[src/bsa_pkg.sv]
// Package for the bitmap slot allocator: command and status codes and the
// fixed widths of the item fields. No dependencies.
package bsa_pkg;

  typedef enum logic [1:0] {
    CMD_ALLOC_ONE = 2'd0,
    CMD_ALLOC_TWO = 2'd1,
    CMD_FREE_ONE  = 2'd2,
    CMD_FREE_TWO  = 2'd3
  } cmd_e;

  typedef enum logic [1:0] {
    STAT_DONE     = 2'd0,
    STAT_NO_SPACE = 2'd1,
    STAT_BAD_FREE = 2'd2
  } status_e;

  localparam int unsigned FreeSlotW = 4;
  localparam int unsigned SlotW     = 3;
  localparam int unsigned OffsetW   = 7;
  localparam int unsigned OccW      = 8;
  localparam int unsigned InDataW   = 8;
  localparam int unsigned OutDataW  = 24;

endpackage

[src/bsa_find.sv]
// First-fit search over the occupancy map: lowest free slot and lowest free
// pair of adjacent slots. Uses no package items.
module bsa_find #(
  parameter int unsigned SLOTS = 8,
  parameter int unsigned IDX_W = $clog2(SLOTS)
) (
  input  logic [SLOTS-1:0] map_i,
  output logic             one_found_o,
  output logic [IDX_W-1:0] one_idx_o,
  output logic             two_found_o,
  output logic [IDX_W-1:0] two_idx_o
);

  logic [SLOTS-1:0] free_one;
  logic [SLOTS-1:0] free_two;
  logic [SLOTS-1:0] low_one;
  logic [SLOTS-1:0] low_two;

  always_comb begin
    free_one = ~map_i;
    free_two = '0;
    for (int i = 0; i < int'(SLOTS) - 1; i++) begin
      free_two[i] = free_one[i] & free_one[i+1];
    end
  end

  // Isolate the lowest set bit of each candidate vector.
  assign low_one = free_one & (~free_one + SLOTS'(1));
  assign low_two = free_two & (~free_two + SLOTS'(1));

  assign one_found_o = |free_one;
  assign two_found_o = |free_two;

  // Encode the one-hot position.
  always_comb begin
    one_idx_o = '0;
    two_idx_o = '0;
    for (int i = 0; i < int'(SLOTS); i++) begin
      if (low_one[i]) begin
        one_idx_o = one_idx_o | IDX_W'(i);
      end
      if (low_two[i]) begin
        two_idx_o = two_idx_o | IDX_W'(i);
      end
    end
  end

endmodule

[src/bitmap_slot_allocator_top.sv]
// Top level of the bitmap slot allocator: input register, first-fit search,
// map update and result register. Depends on bsa_pkg and bsa_find.
//
// The block keeps a used/free bitmap over SLOTS slots of SLOT_BYTES bytes each
// and handles one command per item: allocate one slot, allocate two adjacent
// slots (lowest fitting position first), free one slot or free two adjacent
// slots. Each command returns exactly one result with the grant flag, the
// first slot, its byte offset (low 7 bits), a status and the bitmap after the
// command. The block takes one item per cycle while the output is not stalled.
// A result is presented once its item has passed through the input register
// and then the result register. A stalled result holds the next item in the
// input register. The map is updated in the same cycle the item moves into
// the result register, so back-to-back commands always see the map left by
// the one before. The map resets to all free.
module bitmap_slot_allocator_top #(
  parameter int unsigned SLOTS      = 8,
  parameter int unsigned SLOT_BYTES = 16
) (
  input  logic                          clk_i,
  input  logic                          rst_ni,
  input  logic                          s_axis_tvalid_i,
  output logic                          s_axis_tready_o,
  // [3:0] free_slot, [7:4] zero
  input  logic [bsa_pkg::InDataW-1:0]   s_axis_tdata_i,
  // [1:0] cmd
  input  logic [1:0]                    s_axis_tuser_i,
  output logic                          m_axis_tvalid_o,
  input  logic                          m_axis_tready_i,
  // [0] granted, [3:1] slot, [10:4] byte_offset, [12:11] status,
  // [20:13] occupancy, [23:21] zero
  output logic [bsa_pkg::OutDataW-1:0]  m_axis_tdata_o
);

  localparam int unsigned IdxW = $clog2(SLOTS);
  localparam logic [6:0] SlotsW7 = 7'(SLOTS);
  localparam logic [bsa_pkg::OffsetW-1:0] BytesLo =
    bsa_pkg::OffsetW'(SLOT_BYTES % 128);

  // Input register
  logic                             in_vld_q;
  bsa_pkg::cmd_e                    cmd_q;
  logic [bsa_pkg::FreeSlotW-1:0]    fs_q;

  // Occupancy map
  logic [SLOTS-1:0]                 map_q, map_d;

  // Result register
  logic                             out_vld_q;
  logic                             granted_q, granted_d;
  logic [bsa_pkg::SlotW-1:0]        slot_q, slot_d;
  logic [bsa_pkg::OffsetW-1:0]      offset_q, offset_d;
  bsa_pkg::status_e                 status_q, status_d;
  logic [bsa_pkg::OccW-1:0]         occ_q, occ_d;

  logic                             advance;
  logic                             one_found, two_found;
  logic [IdxW-1:0]                  one_idx, two_idx;
  logic [IdxW-1:0]                  grant_idx;
  logic [6:0]                       fs_w7;
  logic [SLOTS-1:0]                 clr_mask;
  logic [SLOTS-1:0]                 set_mask;

  // Move the held item into the result register when that register is free or is being read out.
  assign advance         = in_vld_q & (~out_vld_q | m_axis_tready_i);
  assign s_axis_tready_o = ~in_vld_q | advance;

  bsa_find #(
    .SLOTS (SLOTS),
    .IDX_W (IdxW)
  ) u_find (
    .map_i       (map_q),
    .one_found_o (one_found),
    .one_idx_o   (one_idx),
    .two_found_o (two_found),
    .two_idx_o   (two_idx)
  );

  assign fs_w7 = 7'(fs_q);

  // Build set and clear masks for the current command.
  always_comb begin
    set_mask = '0;
    clr_mask = '0;
    grant_idx = (cmd_q == bsa_pkg::CMD_ALLOC_TWO) ? two_idx : one_idx;
    for (int i = 0; i < int'(SLOTS); i++) begin
      if (7'(i) == fs_w7) begin
        clr_mask[i] = 1'b1;
      end
      if ((cmd_q == bsa_pkg::CMD_FREE_TWO) && (7'(i) == fs_w7 + 7'd1)) begin
        clr_mask[i] = 1'b1;
      end
      if (IdxW'(i) == grant_idx) begin
        set_mask[i] = 1'b1;
      end
      if ((cmd_q == bsa_pkg::CMD_ALLOC_TWO) && (i > 0) && (IdxW'(i - 1) == grant_idx)) begin
        set_mask[i] = 1'b1;
      end
    end
  end

  always_comb begin
    map_d     = map_q;
    granted_d = 1'b0;
    slot_d    = '0;
    offset_d  = '0;
    status_d  = bsa_pkg::STAT_DONE;
    case (cmd_q)
      bsa_pkg::CMD_ALLOC_ONE, bsa_pkg::CMD_ALLOC_TWO: begin
        if ((cmd_q == bsa_pkg::CMD_ALLOC_ONE) ? one_found : two_found) begin
          map_d     = map_q | set_mask;
          granted_d = 1'b1;
          slot_d    = bsa_pkg::SlotW'(grant_idx);
          offset_d  = bsa_pkg::OffsetW'(7'(grant_idx) * BytesLo);
        end else begin
          status_d = bsa_pkg::STAT_NO_SPACE;
        end
      end
      bsa_pkg::CMD_FREE_ONE: begin
        if (fs_w7 >= SlotsW7) begin
          status_d = bsa_pkg::STAT_BAD_FREE;
        end else begin
          map_d = map_q & ~clr_mask;
        end
      end
      bsa_pkg::CMD_FREE_TWO: begin
        if (fs_w7 + 7'd1 >= SlotsW7) begin
          status_d = bsa_pkg::STAT_BAD_FREE;
        end else begin
          map_d = map_q & ~clr_mask;
        end
      end
      default: begin
        status_d = bsa_pkg::STAT_DONE;
      end
    endcase
    occ_d = bsa_pkg::OccW'(map_d);
  end

  // Control state and map.
  always_ff @(posedge clk_i or negedge rst_ni) begin
    if (!rst_ni) begin
      in_vld_q  <= 1'b0;
      out_vld_q <= 1'b0;
      map_q     <= '0;
    end else begin
      if (s_axis_tready_o) begin
        in_vld_q <= s_axis_tvalid_i;
      end
      if (advance) begin
        out_vld_q <= 1'b1;
        map_q     <= map_d;
      end else if (m_axis_tready_i) begin
        out_vld_q <= 1'b0;
      end
    end
  end

  // Payload registers: hold while stalled.
  always_ff @(posedge clk_i) begin
    if (s_axis_tready_o && s_axis_tvalid_i) begin
      cmd_q <= bsa_pkg::cmd_e'(s_axis_tuser_i);
      fs_q  <= s_axis_tdata_i[bsa_pkg::FreeSlotW-1:0];
    end
    if (advance) begin
      granted_q <= granted_d;
      slot_q    <= slot_d;
      offset_q  <= offset_d;
      status_q  <= status_d;
      occ_q     <= occ_d;
    end
  end

  assign m_axis_tvalid_o = out_vld_q;
  assign m_axis_tdata_o  = {3'b000, occ_q, status_q, offset_q, slot_q, granted_q};

endmodule
[config.mk]
export PLATFORM = sky130hd
export DESIGN_NAME = bitmap_slot_allocator_top
export DESIGN_NICKNAME = d
export VERILOG_FILES = /design/src/bsa_pkg.sv /design/src/bsa_find.sv /design/src/bitmap_slot_allocator_top.sv
export SDC_FILE = /design/constraint.sdc
export NUM_CORES = 1
export LEC_CHECK = 0
export BUFFER_PORTS_ARGS = -buffer_cell sky130_fd_sc_hd__buf_2
export CAP_MARGIN = 40
export CORE_AREA = 2 2 59 61
export DETAILED_ROUTE_END_ITERATION = 10
export DIE_AREA = 0 0 61 63
export PLACE_DENSITY = 0.81
export SYNTH_ARGS = -nofsm -noshare
export SYNTH_HDL_FRONTEND = slang
export SYNTH_SLANG_ARGS = --single-unit
[constraint.sdc]
create_clock -name clk_i -period 5.1 [get_ports clk_i]
set_input_delay 0.51 -clock clk_i [delete_from_list [all_inputs] [get_ports clk_i]]
set_output_delay 0.51 -clock clk_i [all_outputs]
set_load 0.05 [all_outputs]
=== After elaboration in Yosys (flattened, before gate mapping) ===
Cells that the tools add are included.

* Magnitude comparators: 2
* $add $sub $neg: 3
* Equality and inequality tests: 24
* Mux-type cells: 58
* Reduce and logical (&&, ||, !) cells: 25
* Bitwise gates (word level): 20

{| class="wikitable"
|+ Operator list
! kind !! count
|-
| $mux 1 || 38
|-
| $eq 3x7->1 const A || 4
|-
| $mux 3 || 9
|-
| $mux 8 || 3
|-
| $not 8->8 || 3
|-
| $pmux 8 s3 || 1
|-
| $add 8x1->8 const B || 2
|-
| $and 8x8->8 || 2
|-
| $eq 3x4->1 const A || 4
|-
| $logic_and 1x1->1 || 16
|-
| $eq 2x7->1 const A || 2
|-
| $logic_not 7->1 || 2
|-
| $eq 3x3->1 const A || 4
|-
| $mux 2 || 6
|-
| $and 1x1->1 || 8
|-
| $and 7x8->8 || 1
|-
| $eq 2x4->1 const A || 2
|-
| $not 7->8 || 1
|-
| $or 8x8->8 || 1
|-
| $reduce_or 8->1 || 1
|-
| $eq 1x7->1 const A || 1
|-
| $reduce_or 7->1 || 1
|-
| $eq 2x3->1 const A || 2
|-
| $pmux 2 s3 || 1
|-
| 14 further kinds || 17
|}

* Register bits: 34

=== Logic depth before layout (Yosys ltp) ===
Gate-level depths: netlist of the first run.

* Word-level depth: 19
* Gate-level depth with buffers: 6
* Depth with buffers taken out: 5

=== Hierarchy ===
Synthesis of the first run repeated with hierarchy kept, for this count alone.

* Cell total of the unflattened synthesis: 174
* Area, all modules: 1,707.9 µm²

{| class="wikitable"
|+ By module, submodules not included
! module !! area each (µm²) !! sequential area each (µm²) !! cells an instance !! instances
|-
| bitmap_slot_allocator_top || 1,554.0 || 850.8 || 145 || 1
|-
| bsa_find || 153.9 || 0.0 || 29 || 1
|}

=== Worst setup path before layout of the first run ===
Ideal clock, no wire load.

* Path kind: flip-flop to flip-flop
* Start: reg out_vld_q (netlist: m_axis_tvalid_o)
* End: reg map_q[2]
* Arrival time: 1.797 ns
* Required time: 4.978 ns
* Setup slack: 3.181 ns
* Stages on the path, launching flop included: 5
* Clock period less this slack: 1.919 ns
* Cell sequence: dfrtp_1 > nand2b_1 > nand2_1 > clkinv_1 > a32o_1

* Longest elaborated chain between the ends: 3

{| class="wikitable"
|+ RTL lines
! what !! RTL line !! RTL
|-
| start, declared || bitmap_slot_allocator_top.sv:48 || <nowiki>logic out_vld_q;</nowiki>
|-
| start signal, assigned || bitmap_slot_allocator_top.sv:143 || <nowiki>out_vld_q <= 1'b0;</nowiki>
|-
| start signal, assigned || bitmap_slot_allocator_top.sv:150 || <nowiki>out_vld_q <= 1'b1;</nowiki>
|-
| start signal, assigned || bitmap_slot_allocator_top.sv:153 || <nowiki>out_vld_q <= 1'b0;</nowiki>
|-
| $not 1->1 || bitmap_slot_allocator_top.sv:64 || <nowiki>assign advance = in_vld_q & (~out_vld_q | m_axis_tready_i);</nowiki>
|-
| $or 1x1->1 || bitmap_slot_allocator_top.sv:64 ||
|-
| $and 1x1->1 || bitmap_slot_allocator_top.sv:64 ||
|-
| net advance || bitmap_slot_allocator_top.sv:55 || <nowiki>logic advance;</nowiki>
|-
| end signal, assigned || bitmap_slot_allocator_top.sv:151 || <nowiki>map_q <= map_d;</nowiki>
|-
| end, declared || bitmap_slot_allocator_top.sv:45 || <nowiki>logic [SLOTS-1:0] map_q, map_d;</nowiki>
|}

The timed path passes the listed nets, and every way through them passes these cells.
A chain may end at the register's enable or synchronous reset.

=== Worst setup path in the final report of the first run ===
* Start: reg map_q[2]
* End: reg occ_q[6] (netlist bit) (data pin)

* Longest elaborated chain between the ends: 19
* Elaborated cells on any way between the ends: 34

{| class="wikitable"
|+ RTL lines
! what !! RTL line !! RTL
|-
| $not 8->8 * || bsa_find.sv:20 || <nowiki>free_one = ~map_i;</nowiki>
|-
| $and 1x1->1 || bsa_find.sv:23 || <nowiki>free_two[i] = free_one[i] & free_one[i+1];</nowiki>
|-
| $not 7->8 || bsa_find.sv:29 || <nowiki>assign low_two = free_two & (~free_two + SLOTS'(1));</nowiki>
|-
| $add 8x1->8 || bsa_find.sv:29 ||
|-
| $and 7x8->8 || bsa_find.sv:29 ||
|-
| $mux 1 || bsa_find.sv:42 || <nowiki>if (low_two[i]) begin</nowiki>
|-
| $mux 2 (2 in a row) || bsa_find.sv:42 ||
|-
| $mux 3 (4 in a row) || bsa_find.sv:42 ||
|-
| $mux 3 || bitmap_slot_allocator_top.sv:84 || <nowiki>grant_idx = (cmd_q == bsa_pkg::CMD_ALLOC_TWO) ? two_idx : one_idx;</nowiki>
|-
| $eq 3x3->1, on equally long branches || bitmap_slot_allocator_top.sv:92, bitmap_slot_allocator_top.sv:95 ||
|-
| $mux 1 / $logic_and 1x1->1 (equally long branches) || bitmap_slot_allocator_top.sv:92, bitmap_slot_allocator_top.sv:95 ||
|-
| $mux 1 || bitmap_slot_allocator_top.sv:95 || <nowiki>if ((cmd_q == bsa_pkg::CMD_ALLOC_TWO) && (i > 0) && (IdxW'(i - 1) == grant_idx)) begin</nowiki>
|-
| $or 8x8->8 || bitmap_slot_allocator_top.sv:110 || <nowiki>map_d = map_q | set_mask;</nowiki>
|-
| $mux 8 * || bitmap_slot_allocator_top.sv:109 || <nowiki>if ((cmd_q == bsa_pkg::CMD_ALLOC_ONE) ? one_found : two_found) begin</nowiki>
|-
| $pmux 8 s3 * || bitmap_slot_allocator_top.sv:107 || <nowiki>case (cmd_q)</nowiki>
|-
| net map_d[6] || bitmap_slot_allocator_top.sv:45 ||
|-
| end signal, assigned || bitmap_slot_allocator_top.sv:169 || <nowiki>occ_q <= occ_d;</nowiki>
|-
| end, declared || bitmap_slot_allocator_top.sv:53 || <nowiki>logic [bsa_pkg::OccW-1:0] occ_q, occ_d;</nowiki>
|}

Mark *: on every way through the listed nets, which the timed path passes. The rest lies on a longest branch.

==> results of run 1 <==
==> critical path, cell delays in order (launching register included) <==
cell and delay, ps:
sky130_fd_sc_hd__dfrtp_1 630, sky130_fd_sc_hd__or2b_1 300, sky130_fd_sc_hd__o221ai_1 360, sky130_fd_sc_hd__and3_1 270
sky130_fd_sc_hd__o32ai_2 120, sky130_fd_sc_hd__a22o_1 250
==> cells in the mapped netlist (all sizes together), types with 3 or more instances <==
| master | instances | area [um2] |
|---|---|---|
| nand4 | 3 | 18.8 |
| and3 | 3 | 23.8 |
| dfrtp | 10 | 250 |
| nand3 | 3 | 15.0 |
| o21ai | 14 | 70.1 |
| inv | 3 | 11.3 |
| o31ai | 4 | 30.0 |
| and2 | 4 | 25.0 |
| buf | 18 | 144 |
| nand2 | 21 | 78.8 |
| nor2 | 10 | 37.5 |
| a211oi | 4 | 45.1 |
| a21oi | 7 | 42.5 |
| edfxtp | 20 | 601 |
| nand2b | 7 | 51.3 |
==> final timing paths <==
| path | startpoint | end | slack (ps) | cells after the start |
|---|---|---|---|---|
| worst max-delay path | map_q[2] | occ_q[6] | 2940 | 5 |
| worst min-delay path | rst_ni | in_vld_q | 40 | 1 |
| worst max register to register | map_q[2] | occ_q[6] | 2940 | 5 |
| worst min register to register | in_vld_q | m_axis_tvalid_o | 520 | 1 |
| max in group asynchronous | rst_ni | map_q[6] | 4840 | 1 |
| min in group clk_i | s_axis_tdata_i[0] | fs_q[0] | 350 | 1 |
==> cell families (layout without fill, tap and decap cells) <==
| group | Yosys count | in the layout | share of synthesized area |
|---|---|---|---|
| AND/OR/NAND/NOR | 61 | 61 | 0.194 |
| AO/OA/AOI/OAI | 45 | 45 | 0.206 |
| flip-flops | 30 | 30 | 0.489 |
| buffers and inverters | 22 | 40 | 0.0914 |
| multiplexers | 2 | 2 | 0.0122 |
| other | 1 | 7 | 0.00216 |
| XOR/XNOR | 1 | 1 | 0.00504 |
==> layer usage <==
metal	vias to the layer above	global-route usage	share of wire
li1	628	-	-
met1	625	0.220	0.37
met2	79	0.333	0.51
met3	17	0.0621	0.071
met4	0	0.103	0.041
met5	-	0	0
==> final cells by class <==
cell class / instances / share of cell area
sequential: 30 / 0.456
multi-input combinational: 116 / 0.403
timing repair buffer: 28 / 0.0751
tap: 46 / 0.0309
clock buffer: 6 / 0.0221
inverter: 4 / 0.00805
clock inverter: 2 / 0.00469
==> where the power goes <==
part,switching [W],leakage [nW],internal (W)
clock network,0.0000792,0.0297,0.0000516
logic,0.000327,0.383,0.000165
registers,0.0000978,0.299,0.000331
==> stage by stage <==
step	hold WS (ps)	setup WS, ps	utilization	cells	area (um2)
after floorplan	214	3180	-	168	1760
after global placement	390	2920	0.562	224	1820
after detailed placement	402	2840	0.562	224	1820
after CTS	38.2	2970	0.577	232	1870
after global routing	48.0	2820	0.577	232	1870
final	36.9	2940	0.577	232	1870
==> sequential cells by signal (all words and copies together) (netlist names) <==
register / cells
granted_q: 1
m_axis_tvalid_o: 1
in_vld_q: 1
occ_q: 8
offset_q: 3
status_q: 2
map_q: 8
fs_q: 4
cmd_q: 2
==> flow_metrics.tcl, run 1 <==
set metrics [dict create \
    filler_cell_count_in_the_final_layout 278 \
    grt_overflow_total 0 \
    total_power_w 0.00105 \
    drt_pass1_iterations 4 \
    fin_skew_ps 6.62 \
    grt_first_pass_wirelength_mm 5.59 \
    place_congestion 0.873 \
    cts_num_sinks 30 \
    most-common-layout-cells "sky130_fd_sc_hd__buf_2 (28), sky130_fd_sc_hd__nand2_1 (21), sky130_fd_sc_hd__edfxtp_1 (20), sky130_fd_sc_hd__nor2_1 (10), sky130_fd_sc_hd__dfrtp_1 (10)" \
    core_um2 3230 \
    slew-limit-headroom 0.524 \
    dp_hpwl_mm 2.55 \
    final_layout_size_suffix_gt1_frac 0.269 \
    clock_latency_ps 330 \
    cts_buffers 5 \
    dieWidth_um 61 \
    layout_worst_path_cycle_share 0.423 \
    vias_in_the_first_global_route 1276 \
    vdd.ir_drop.worst_mv 0.224 \
    vias_per_cell 5.81 \
    synth_cell_type_count 49 \
    start_util 0.538 \
    route.vias.total 1349 \
    postCtsHoldBufs 0 \
    path_class_of_the_lowest_slack_min_delay_path "in2async" \
    num_antenna_cells 0 \
    synth.avg_cell_area_um2 10.7 \
    finalMaxSlewViolations 0 \
    post_synth_edffs 20 \
    route.final.wire_length_mm 3.44 \
    initialDrtViolationCount 58 \
    root_buffer "sky130_fd_sc_hd__clkbuf_4" \
    power_density_nw_per_um2 564 \
    worst_pin_slew_ps 710 \
    worstPathRequired_ps 5190 \
    place.port_buffers 28 \
    most_common_library_cell_in_the_layout_ignoring_fill_and_taps "sky130_fd_sc_hd__buf_2" \
    largest_net_degree_at_the_start_of_global_routing 22 \
    rows 21 \
    die-area_um2 3840 \
    sequential_cell_area_um2 851 \
    grt_util_all_layers 0.200 \
    post_synth_instance_area_um2 1740 \
    finalHoldViolCount 0 \
    yosys_warnings 0 \
    setup_violations 0 \
    io_pins 40 \
    cts.repair_timing.setup_buffer_count 0 \
    criticalPathCategory "reg2reg" \
    dominantRegCellSynth "sky130_fd_sc_hd__edfxtp_1" \
    power_leakage_nw 0.712 \
    ys_seq_area_frac 0.489 \
    drv_cap 0 \
    final_stage_net_count 199 \
    cts_tree "yes" \
    crit_path_end_kind "register" \
    critical_path.max_fanout 11 \
    synth.ff_latch_count 30 \
    cts-htree-levels 2 \
    final.setup.tns_ps 0 \
    grt_setup_unrepaired "false" \
    cts.path.max_buffers 2 \
    timing.critical_path.arrival_ps 2250 \
    drc_errors 0 \
    status "completed" \
    path_clk_slew_ps 90 \
    gate_count_after_technology_mapping 162 \
    multi_input_area_um2 752 \
    critical_path.startpoint_type "register" \
    initial_antenna_violation_count 0 \
    wire_per_inst_um 14.8 \
    chipHeight_um 63 \
    antenna_violating_nets_post_route 0 \
    maxClockFrequency_ghz 0.464 \
    layout-area-overhead-vs-synth_pct 7.27 \
    postCtsResizedCells 0 \
    synth-async-reset-ratio 0.333 \
    period_minus_slack_ps 2160 \
]
Power figures use the tool's default switching activity.
==> inputs of run 2 (changes only) <==
- CORE_AREA: 2 2 59 61 -> 2 2 64 66
- DIE_AREA: 0 0 61 63 -> 0 0 66 68
- PLACE_DENSITY: 0.81 -> 0.72
- clock period: 5.1 -> 1.97 ns (I/O delays scaled with it)
==> flow_metrics.tcl, run 2 (synthesis results as in run 1) <==
set metrics [dict create \
    final_layout_worst_hold_slack_ps 98.2 \
    die-area_um2 4490 \
    final_util 0.541 \
    pre_cts_ws_ps 24.3 \
    initial_antenna_violation_count 0 \
    start_util 0.451 \
    layout-area-overhead-vs-synth_pct 19.9 \
    grt_overflow_total 0 \
    antenna_violating_nets_post_route 0 \
    rows 23 \
    largest_net_degree_at_the_start_of_global_routing 22 \
    path_clk_slew_ps 60 \
    cts.path.max_buffers 2 \
    critical-path-max-stage-delay_ps 450 \
    crit_path_end_kind "register" \
    vdd.ir_drop.worst_mv 0.678 \
    critical_path.startpoint_type "register" \
    worstPathBufferInverterCount 1 \
    finalMaxSlewViolations 0 \
    filler_cell_count_in_the_final_layout 375 \
    placement.cell_area_um2 1930 \
    period_minus_slack_ps 1940 \
    maxClockFrequency_ghz 0.514 \
    maxUsedRoutingLayer "met4" \
    core_um2 3860 \
    criticalPathCategory "reg2reg" \
    crit_family "compound AO/OA/AOI/OAI gates" \
    place.port_buffers 28 \
    vias_per_cell 5.24 \
    num_antenna_cells 0 \
    root_buffer "sky130_fd_sc_hd__clkbuf_8" \
    most-common-layout-cells "sky130_fd_sc_hd__buf_2 (28), sky130_fd_sc_hd__nand2_1 (21), sky130_fd_sc_hd__edfxtp_1 (20), sky130_fd_sc_hd__buf_4 (16), sky130_fd_sc_hd__nor2_1 (10)" \
    total_power_w 0.00321 \
    route.vias.total 1325 \
    path_class_of_the_lowest_slack_min_delay_path "in2reg" \
    cts-htree-levels 2 \
    dieWidth_um 66 \
    worst_slack_ps 25.8 \
    place_congestion 0.879 \
    final_stage_net_count 216 \
    layout_worst_path_cycle_share 0.987 \
    route.final.wire_length_mm 3.57 \
    final_layout_size_suffix_gt1_frac 0.355 \
    fin_skew_ps 4.70 \
    io_pins 40 \
    drt_pass1_iterations 4 \
    initialDrtViolationCount 48 \
    largest_registers "map_q (8), occ_q (8), fs_q (4)" \
    timing.critical_path.arrival_ps 1970 \
    grt_util_all_layers 0.175 \
    critical-path-slowest-cell "sky130_fd_sc_hd__dfrtp_1" \
    cts_num_sinks 30 \
    power_leakage_nw 0.812 \
    wire_per_inst_um 14.1 \
    crit_chain "buf_4, a2111oi_4, and3_4, o32ai_4, a22o_1" \
    detail_route.wirelength.met1_mm 1.54 \
    grt_setup_unrepaired "true" \
    dp_hpwl_mm 2.64 \
    clock_latency_ps 270 \
    finalHoldViolCount 0 \
    final_design_area_no_fill_um2 2090 \
    drc_errors 0 \
    worstPathRequired_ps 2000 \
    most_common_library_cell_in_the_layout_ignoring_fill_and_taps "sky130_fd_sc_hd__buf_2" \
    drv_cap 0 \
    chipHeight_um 68 \
    grt_first_pass_wirelength_mm 5.92 \
    met3_length_um 206 \
    setup_violations 0 \
    met2_length_mm 1.79 \
    cts_tree "yes" \
    cts_buffers 5 \
    power_density_nw_per_um2 1540 \
    status "completed" \
    critical_path.max_fanout 5 \
    vias_in_the_first_global_route 1275 \
]
[run 2: cell count changes in the layout (fill, tap and decap cells not counted), sizes merged]
cell         change
buf             +16
clkbuf           +1
clkinv           -1
dlygate4sd3      +1
[run 2: power breakdown]
part | internal, W | leakage (nW) | switching [W]
Clock | 0.000281 | 0.0482 | 0.000219
Sequential | 0.000865 | 0.297 | 0.000168
Combinational | 0.000638 | 0.466 | 0.00104
Total | 0.00178 | 0.812 | 0.00142
[run 2: path summary, 6_finish.rpt]
kind	startpoint	to	slack, ps	cells past startpoint
setup / recovery	map_q[4]	occ_q[2]	30	5
hold / removal	s_axis_tdata_i[1]	fs_q[1]	100	1
setup reg to reg	map_q[4]	occ_q[2]	30	5
hold reg to reg	in_vld_q	m_axis_tvalid_o	510	1
max in group asynchronous	rst_ni	map_q[1]	1410	2
min in group asynchronous	rst_ni	map_q[4]	320	2
[run 2: repair_timing]
action,CTS,global route
hold buffers,1,0
gates resized for setup,0,9
hold endpoints to repair,10,0
setup buffers,0,1
setup endpoints to repair,0,9
[run 2: worst reg2reg max path, delay by kind of cell (launching register included)]
kind	cells	cell delay [ps]
compound gates	3	780
simple gates	1	280
flops	1	450
buf+inv	1	190
[run 2: layout make-up]
cell class,instances,area [um2],share of cell area
Sequential cell,30,853,0.409
Multi-Input combinational cell,116,793,0.380
Timing Repair Buffer,45,270,0.130
Clock buffer,7,86.3,0.0414
Tap cell,50,62.6,0.0300
Inverter,4,15.0,0.00720
Clock inverter,1,5.00,0.00240
[run 2: metrics by stage]
| step | instances | TNS [ps] |
|---|---|---|
| 6_report | 253 | 0 |
| 4_1_cts | 252 | 0 |
| 3_3_place_gp | 243 | 0 |
| 2_1_floorplan | 168 | 0 |
| 3_5_place_dp | 243 | 0 |
| 5_1_grt | 253 | -50.7 |
[run 2: metal layers]
metal / track usage / vias up
li1: - / 662
met1: 0.223 / 615
met2: 0.298 / 44
met3: 0.0378 / 4
met4: 0.0561 / 0
met5: 0 / -
